### config.mk
export PLATFORM = sky130hd
export DESIGN_NAME = health_heartbeat_led_monitor
export DESIGN_NICKNAME = d
export VERILOG_FILES = /design/src/rtl/core/hbm_pkg.sv /design/src/rtl/core/hbm_step.sv /design/src/rtl/core/health_heartbeat_led_monitor.sv
export SDC_FILE = /design/constraint.sdc
export NUM_CORES = 1
export LEC_CHECK = 0
export BUFFER_PORTS_ARGS = -buffer_cell sky130_fd_sc_hd__buf_2
export CAP_MARGIN = 20
export CORE_MARGIN = 1
export CORE_UTILIZATION = 45
export DETAILED_ROUTE_END_ITERATION = 8
export MAX_ROUTING_LAYER = met4
export PLACE_DENSITY = 0.68
export SKIP_CTS_REPAIR_TIMING = 1
export SYNTH_ARGS = -nofsm -noshare
export SYNTH_HDL_FRONTEND = slang
export SYNTH_SLANG_ARGS = --single-unit
### constraint.sdc
create_clock -name clock -period 11.04 [get_ports clock]
set_input_delay 2.208 -clock clock [delete_from_list [all_inputs] [get_ports clock]]
set_output_delay 2.208 -clock clock [all_outputs]
set_load 0.01 [all_outputs]
### src/rtl/core/hbm_pkg.sv
// Shared types, codes and constants for the node health heartbeat and LED monitor.
package hbm_pkg;

   // Width of the internal heartbeat counter; the response carries its low eight bits.
   localparam int COUNTER_BITS = 8;
   localparam int BEAT_OUT_BITS = 8;

   // Command codes carried by a request.
   typedef enum logic [2:0] {
      CMD_TICK      = 3'd0,
      CMD_SET_STATE = 3'd1,
      CMD_SET_WARN  = 3'd2,
      CMD_CLR_WARN  = 3'd3,
      CMD_SET_ERR   = 3'd4,
      CMD_CLR_ERR   = 3'd5
   } command_type;

   // Node states.
   typedef enum logic [1:0] {
      ST_INIT  = 2'd0,
      ST_OK    = 2'd1,
      ST_ERROR = 2'd2,
      ST_OTHER = 2'd3
   } node_mode_type;

   // Configuration register indexes.
   typedef enum logic [2:0] {
      CSR_HB_INTERVAL = 3'd0,
      CSR_SLOW_BLINK  = 3'd1,
      CSR_MED_BLINK   = 3'd2,
      CSR_FAST_BLINK  = 3'd3,
      CSR_GPS_MASK    = 3'd4,
      CSR_IMU_MASK    = 3'd5,
      CSR_LINK_MASK   = 3'd6
   } csr_index_type;

   // Configuration register file contents.
   typedef struct packed {
      logic [15:0] heartbeat_interval_ms;
      logic [15:0] slow_blink_ms;
      logic [15:0] medium_blink_ms;
      logic [15:0] fast_blink_ms;
      logic [15:0] gps_nofix_mask;
      logic [15:0] imu_nofix_mask;
      logic [15:0] link_fail_mask;
   } cfg_type;

   // One request as held in the input register.
   typedef struct packed {
      logic [2:0]  command;
      logic [31:0] now_ms;
      logic [1:0]  new_state;
      logic [15:0] bits;
      logic        link_fail;
   } request_type;

   // Monitor state carried from one request to the next.
   typedef struct packed {
      node_mode_type           mode;
      logic [COUNTER_BITS-1:0] counter;
      logic [15:0]             warning_word;
      logic [15:0]             error_word;
      logic [31:0]             last_beat_time;
      logic [31:0]             last_toggle_time;
      logic                    led_level;
   } monitor_state_type;

   // Low eight bits of the counter, zero extended when the counter is narrower.
   function automatic logic [BEAT_OUT_BITS-1:0] beat_out(input logic [COUNTER_BITS-1:0] cnt);
      logic [31:0] wide;
      wide = 32'(cnt);
      return wide[BEAT_OUT_BITS-1:0];
   endfunction

endpackage

### src/rtl/core/hbm_step.sv
// Next-state logic of the monitor for one request.
module hbm_step import hbm_pkg::*; (
   input  monitor_state_type cur,
   input  cfg_type           cfg,
   input  request_type       req,
   output monitor_state_type nxt,
   output logic              beat
);

   logic          state_change;
   logic          periodic_beat;
   node_mode_type target_mode;
   node_mode_type tick_mode;
   logic [15:0]   warn_mid;
   logic [15:0]   fail_bits;
   logic          gps_fix;
   logic          imu_fix;
   logic [15:0]   blink_period;
   logic [31:0]   beat_elapsed;
   logic [31:0]   toggle_elapsed;

   // Tick: error bits force the error state, a clean node in error recovers to ok.
   always_comb begin
      target_mode  = (cur.error_word != 16'd0) ? ST_ERROR : ST_OK;
      state_change = (cur.error_word != 16'd0) ? (cur.mode != ST_ERROR)
                                               : (cur.mode == ST_ERROR);
      tick_mode    = state_change ? target_mode : cur.mode;
      fail_bits    = req.link_fail ? cfg.link_fail_mask : 16'd0;
      // The LED sees the link-fail bits merged into the warning word after a state-change heartbeat only.
      warn_mid     = state_change ? (cur.warning_word | fail_bits) : cur.warning_word;
      beat_elapsed = req.now_ms - cur.last_beat_time;
      // After a state-change heartbeat the elapsed time is zero.
      periodic_beat = state_change ? (cfg.heartbeat_interval_ms == 16'd0)
                                   : (beat_elapsed >= 32'(cfg.heartbeat_interval_ms));
   end

   // Blink mode selection from the GPS and IMU fix bits.
   always_comb begin
      gps_fix        = (warn_mid & cfg.gps_nofix_mask) == 16'd0;
      imu_fix        = (warn_mid & cfg.imu_nofix_mask) == 16'd0;
      toggle_elapsed = req.now_ms - cur.last_toggle_time;
      if (gps_fix) begin
         blink_period = cfg.medium_blink_ms;
      end else if (imu_fix) begin
         blink_period = cfg.fast_blink_ms;
      end else begin
         blink_period = cfg.slow_blink_ms;
      end
   end

   // Command decode and state update.
   always_comb begin
      nxt  = cur;
      beat = 1'b0;
      case (req.command)
         CMD_TICK: begin
            nxt.mode    = tick_mode;
            beat        = state_change | periodic_beat;
            nxt.counter = cur.counter + COUNTER_BITS'(state_change)
                                      + COUNTER_BITS'(periodic_beat);
            if (state_change | periodic_beat) begin
               nxt.last_beat_time = req.now_ms;
               nxt.warning_word   = cur.warning_word | fail_bits;
            end
            if (tick_mode != ST_OK) begin
               nxt.led_level = 1'b0;
            end else if (gps_fix && imu_fix) begin
               nxt.led_level = 1'b1;
            end else if (toggle_elapsed >= 32'(blink_period)) begin
               nxt.led_level        = ~cur.led_level;
               nxt.last_toggle_time = req.now_ms;
            end
         end
         CMD_SET_STATE: begin
            if (req.new_state != cur.mode) begin
               nxt.mode           = node_mode_type'(req.new_state);
               beat               = 1'b1;
               nxt.counter        = cur.counter + COUNTER_BITS'(1);
               nxt.last_beat_time = req.now_ms;
               nxt.warning_word   = cur.warning_word | fail_bits;
            end
         end
         CMD_SET_WARN: nxt.warning_word = cur.warning_word | req.bits;
         CMD_CLR_WARN: nxt.warning_word = cur.warning_word & ~req.bits;
         CMD_SET_ERR:  nxt.error_word   = cur.error_word | req.bits;
         CMD_CLR_ERR:  nxt.error_word   = cur.error_word & ~req.bits;
         default: begin
            nxt  = cur;
            beat = 1'b0;
         end
      endcase
   end

endmodule

### src/rtl/core/health_heartbeat_led_monitor.sv
// Top level of the node health monitor: input register, state, result register, CSRs.
// A request accepted into the input register answers from the result register.
// Throughput: one request per cycle while rsp_ready holds; the one-pass update
// from the input register into the state and result registers sets that figure.
// Reset (synchronous, active high) returns the state to init with cleared words,
// counter and LED, and loads the configuration registers with their defaults.
module health_heartbeat_led_monitor import hbm_pkg::*; (
   input  logic        clock,
   input  logic        reset,
   input  logic        req_valid,
   output logic        req_ready,
   input  logic [2:0]  req_command,
   input  logic [31:0] req_now_ms,
   input  logic [1:0]  req_new_state,
   input  logic [15:0] req_bits,
   input  logic        req_link_fail,
   output logic        rsp_valid,
   input  logic        rsp_ready,
   output logic        rsp_heartbeat_sent,
   output logic [7:0]  rsp_beat_count,
   output logic [1:0]  rsp_node_state,
   output logic [15:0] rsp_warning_bits,
   output logic [15:0] rsp_error_bits,
   output logic        rsp_led_lit,
   input  logic        csr_write_en,
   input  logic [2:0]  csr_index,
   input  logic [15:0] csr_wdata
);

   cfg_type           cfg_ff;
   cfg_type           cfg_in;
   request_type       req_ff;
   logic              req_valid_ff;
   monitor_state_type state_ff;
   monitor_state_type state_in;
   logic              beat_in;
   logic              advance;
   logic              rsp_valid_ff;
   logic              rsp_beat_ff;
   logic [7:0]        rsp_count_ff;
   logic [1:0]        rsp_state_ff;
   logic [15:0]       rsp_warn_ff;
   logic [15:0]       rsp_err_ff;
   logic              rsp_led_ff;

   // Handshake: the held request moves on when the result register is free.
   assign advance   = req_valid_ff && (!rsp_valid_ff || rsp_ready);
   assign req_ready = !req_valid_ff || advance;

   // Configuration register writes.
   always_comb begin
      cfg_in = cfg_ff;
      if (csr_write_en) begin
         case (csr_index)
            CSR_HB_INTERVAL: cfg_in.heartbeat_interval_ms = csr_wdata;
            CSR_SLOW_BLINK:  cfg_in.slow_blink_ms         = csr_wdata;
            CSR_MED_BLINK:   cfg_in.medium_blink_ms       = csr_wdata;
            CSR_FAST_BLINK:  cfg_in.fast_blink_ms         = csr_wdata;
            CSR_GPS_MASK:    cfg_in.gps_nofix_mask        = csr_wdata;
            CSR_IMU_MASK:    cfg_in.imu_nofix_mask        = csr_wdata;
            CSR_LINK_MASK:   cfg_in.link_fail_mask        = csr_wdata;
            default:         cfg_in = cfg_ff;
         endcase
      end
   end

   always_ff @(posedge clock) begin
      if (reset) begin
         cfg_ff.heartbeat_interval_ms <= 16'd100;
         cfg_ff.slow_blink_ms         <= 16'd1000;
         cfg_ff.medium_blink_ms       <= 16'd500;
         cfg_ff.fast_blink_ms         <= 16'd100;
         cfg_ff.gps_nofix_mask        <= 16'd1;
         cfg_ff.imu_nofix_mask        <= 16'd2;
         cfg_ff.link_fail_mask        <= 16'd4;
      end else begin
         cfg_ff <= cfg_in;
      end
   end

   // Input register.
   always_ff @(posedge clock) begin
      if (reset) begin
         req_valid_ff <= 1'b0;
      end else if (req_ready) begin
         req_valid_ff <= req_valid;
      end
   end

   always_ff @(posedge clock) begin
      if (req_valid && req_ready) begin
         req_ff.command   <= req_command;
         req_ff.now_ms    <= req_now_ms;
         req_ff.new_state <= req_new_state;
         req_ff.bits      <= req_bits;
         req_ff.link_fail <= req_link_fail;
      end
   end

   // Per-request update.
   hbm_step u_step (
      .cur  (state_ff),
      .cfg  (cfg_ff),
      .req  (req_ff),
      .nxt  (state_in),
      .beat (beat_in)
   );

   // Monitor state.
   always_ff @(posedge clock) begin
      if (reset) begin
         state_ff.mode             <= ST_INIT;
         state_ff.counter          <= '0;
         state_ff.warning_word     <= 16'd0;
         state_ff.error_word       <= 16'd0;
         state_ff.last_beat_time   <= 32'd0;
         state_ff.last_toggle_time <= 32'd0;
         state_ff.led_level        <= 1'b0;
      end else if (advance) begin
         state_ff <= state_in;
      end
   end

   // Result register.
   always_ff @(posedge clock) begin
      if (reset) begin
         rsp_valid_ff <= 1'b0;
      end else if (advance) begin
         rsp_valid_ff <= 1'b1;
      end else if (rsp_ready) begin
         rsp_valid_ff <= 1'b0;
      end
   end

   always_ff @(posedge clock) begin
      if (advance) begin
         rsp_beat_ff  <= beat_in;
         rsp_count_ff <= beat_out(state_in.counter);
         rsp_state_ff <= state_in.mode;
         rsp_warn_ff  <= state_in.warning_word;
         rsp_err_ff   <= state_in.error_word;
         rsp_led_ff   <= state_in.led_level;
      end
   end

   assign rsp_valid          = rsp_valid_ff;
   assign rsp_heartbeat_sent = rsp_beat_ff;
   assign rsp_beat_count     = rsp_count_ff;
   assign rsp_node_state     = rsp_state_ff;
   assign rsp_warning_bits   = rsp_warn_ff;
   assign rsp_error_bits     = rsp_err_ff;
   assign rsp_led_lit        = rsp_led_ff;

   // The heartbeat counter only moves when a request is processed.
   assert property (@(posedge clock) disable iff (reset)
      !$past(reset) && !$stable(state_ff.counter) |-> $past(advance))
      else $error("heartbeat counter changed without a request");

   // A processed request always leaves a response waiting.
   assert property (@(posedge clock) disable iff (reset)
      advance |=> rsp_valid)
      else $error("processed request produced no response");

   // A heartbeat records the request time as the last beat time.
   assert property (@(posedge clock) disable iff (reset)
      advance && beat_in |=> state_ff.last_beat_time == $past(req_ff.now_ms))
      else $error("heartbeat did not record its time");

endmodule
==> flow_metrics.tcl <==
set metrics [dict create \
    end_kind "flip-flop" \
    num_rows 73 \
    ys_ff_latch 319 \
    reg2reg_from "req_ff[19]" \
    crit_path_end "state_ff[103]" \
    drcViolationCount 0 \
    wire_per_inst_um 18.1 \
    drtIter0Drc 1272 \
    grt.total_usage_pct 24.5 \
    power_density_mw_per_mm2 143 \
    avgSynthCellArea_um2 8.59 \
    synth_area_mm2 0.0183 \
    tightest_slew_ns 1.10 \
    routed_wl_mm 49.5 \
    ys_warn_count 0 \
    hpwl_mm 34.8 \
    hold_viol 0 \
    h-tree-depth 2 \
    netlist_instances 2125 \
    ant_nets 0 \
    fin_area_mm2 0.0203 \
    post-route-util_pct 50.9 \
    critPathLaunch "req_ff[19]" \
    wl_met3_mm 3.19 \
    antenna_found_initial 2 \
    clk_path_buf_depth 3 \
    gp_congestion 0.900 \
    critPathArrivalTime_ns 7.02 \
    timing.rr.end "state_ff[103]" \
    synth_top_cells_by_area "dfxtp_1 24%, edfxtp_1 16%, a21oi_1 7.6%, nand2_1 7.1%, ha_1 6.6%" \
    yosysMostFrequentCell "nand2_1" \
    layout_min_cycle_time_ns 6.65 \
    drive_gt1_share_pct 10.3 \
    start_kind "flip-flop" \
    grt_pass1_vias 14900 \
    dp_cells 2670 \
    setup_viol 0 \
    slowest_delay_ns 0.47 \
    io_pins 124 \
    die_y_um 203 \
    r2r_cells 31 \
    wl_met1_mm 22.7 \
    grt_pass1_wl_mm 78.8 \
    maxSlewHeadroom_pct 26.4 \
    dr_wl_met2_mm 22.5 \
    crit_type "reg -> reg" \
    numCtsBuffers 37 \
    clock_latency_ns 0.56 \
    synth_top_area_share_pct 24.2 \
    area.growth.synth_to_final_pct 11.2 \
    p_total_mw 2.90 \
    placed_area_mm2 0.0191 \
    cap_violations 0 \
    yosys.area.top_type "dfxtp_1" \
    reg2reg_slack_ns 4.39 \
    preCtsSetupSlack_ns 4.12 \
    post-route-period-util_pct 60.2 \
    status "completed" \
    syn-num-nets 2302 \
    setup_slack_ns 4.39 \
    viasPerCell 5.75 \
    synthTopCellsByCount "347 x nand2_1, 276 x a21oi_1, 221 x dfxtp_1, 126 x nor2_1, 125 x inv_1" \
    coreArea_mm2 0.0398 \
    highest_layer "met4" \
    cpMaxStageDelayCell "nand3_1" \
    dieArea_mm2 0.0414 \
    whs_ns 0.450 \
    grt_overflow 0 \
    power.leakage_nw 7.28 \
    hold_path_class "reg -> reg" \
    drt_pre_antenna_iters 6 \
    die_w_um 203 \
    io_buffers 123 \
    fmax_mhz 150 \
    via_count 15700 \
    cts_tree "yes" \
    rsz0062_at_grt "no" \
    synth.distinct_cells 85 \
    cpMostUsedCell "nand3_1" \
    slew_violations 0 \
    cp_max_fo 17 \
    nets 2365 \
    cts.reportedPaths.clkPinSlew_ns 0.06 \
    synth-main-ff-cell "dfxtp_1" \
    grt_max_degree 148 \
    fin_skew_ns 0.0282 \
    async_flop_share_pct 0 \
    fin_cells 2740 \
    synth_edf_count 98 \
    crit_required_ns 11.42 \
    setup_tns_ns 0 \
    ir_worst_vdd_v 0.000109 \
    cts_sinks 319 \
    synth-seq-area-share_pct 40.4 \
    start_util_pct 45.8 \
    root_buffer "clkbuf_16" \
]
-- final cells by class --
type                    instances  area [um^2]
diodes                          2         5.00
inverters                     126          473
fillers                      3770        19500
repair buffers                144          795
well taps                     525          657
clock inverters                12          146
flip-flops and latches        319         7370
multi-input cells            1560         9820
clock buffers                  52         1020
-- cell usage in the layout (no fill, tap or decap), types with 19 or more instances in the layout --
cell type	count
nand2_1	347
a21oi_1	276
dfxtp_1	221
nor2_1	126
inv_1	125
buf_2	122
edfxtp_1	98
ha_1	96
mux2i_1	86
or2b_1	60
o21ai_0	57
nand3_1	48
a211oi_1	46
clkbuf_16	37
xnor2_1	30
a221oi_1	29
a21o_1	26
xor2_1	26
a31oi_1	25
nand4_1	19
nand3b_1	19
-- worst max-delay path, delay by kind of cell (launching register included) --
family | cells | cell delay [ns]
AND/OR/NAND/NOR | 13 | 2.18
flip-flops | 1 | 0.37
AO/OA/AOI/OAI | 9 | 1.60
adder cells (fa/ha/maj) | 5 | 1.56
XOR/XNOR | 2 | 0.31
buffers and inverters | 2 | 0.42
-- routing by layer --
metal / track usage, % / vias to the layer above
li1: - / 7689
met1: 32.8 / 7473
met2: 38.2 / 499
met3: 3.40 / 83
met4: 7.60 / 0
met5: - / -
-- logic make-up (layout without fill, tap and decap cells) --
group	after synthesis	in the layout	synth area share, %
DFF	319	319	40.4
xor gates and xnor gates	58	58	2.87
adders and majority gates	99	99	6.91
and+or+nand+nor	724	724	18.8
buffers and inverters	246	334	5.90
muxes	87	87	4.78
other	0	2	0
AOI/OAI and AO/OA	592	592	20.4
-- flip-flops by register name, indices dropped and copies added, names as in the netlist --
register	count
rsp_error_bits	16
rsp_beat_count	8
req_valid_ff	1
req_ff	54
rsp_node_state	2
rsp_valid	1
rsp_warning_bits	16
rsp_led_lit	1
rsp_heartbeat_sent	1
cfg_ff	112
state_ff	107
-- power breakdown --
group	switching [mW]	internal [mW]	total, mW
Sequential	0.0354	1.25	1.29
Clock	0.487	0.715	1.20
Combinational	0.258	0.156	0.414
Total	0.781	2.12	2.90
-- worst min-delay path by stage --
stage,slack (ns),from,endpoint,cells past startpoint
2_1_floorplan,0.43,cfg_ff[65],cfg_ff[65],2
3_3_place_gp,0.44,cfg_ff[76],cfg_ff[76],2
3_5_place_dp,0.44,cfg_ff[79],cfg_ff[79],2
4_1_cts,0.45,cfg_ff[79],cfg_ff[79],2
5_1_grt,0.47,cfg_ff[65],cfg_ff[65],2
6_report,0.45,cfg_ff[79],cfg_ff[79],2
No activity file was read; power rests on OpenSTA's default activity.
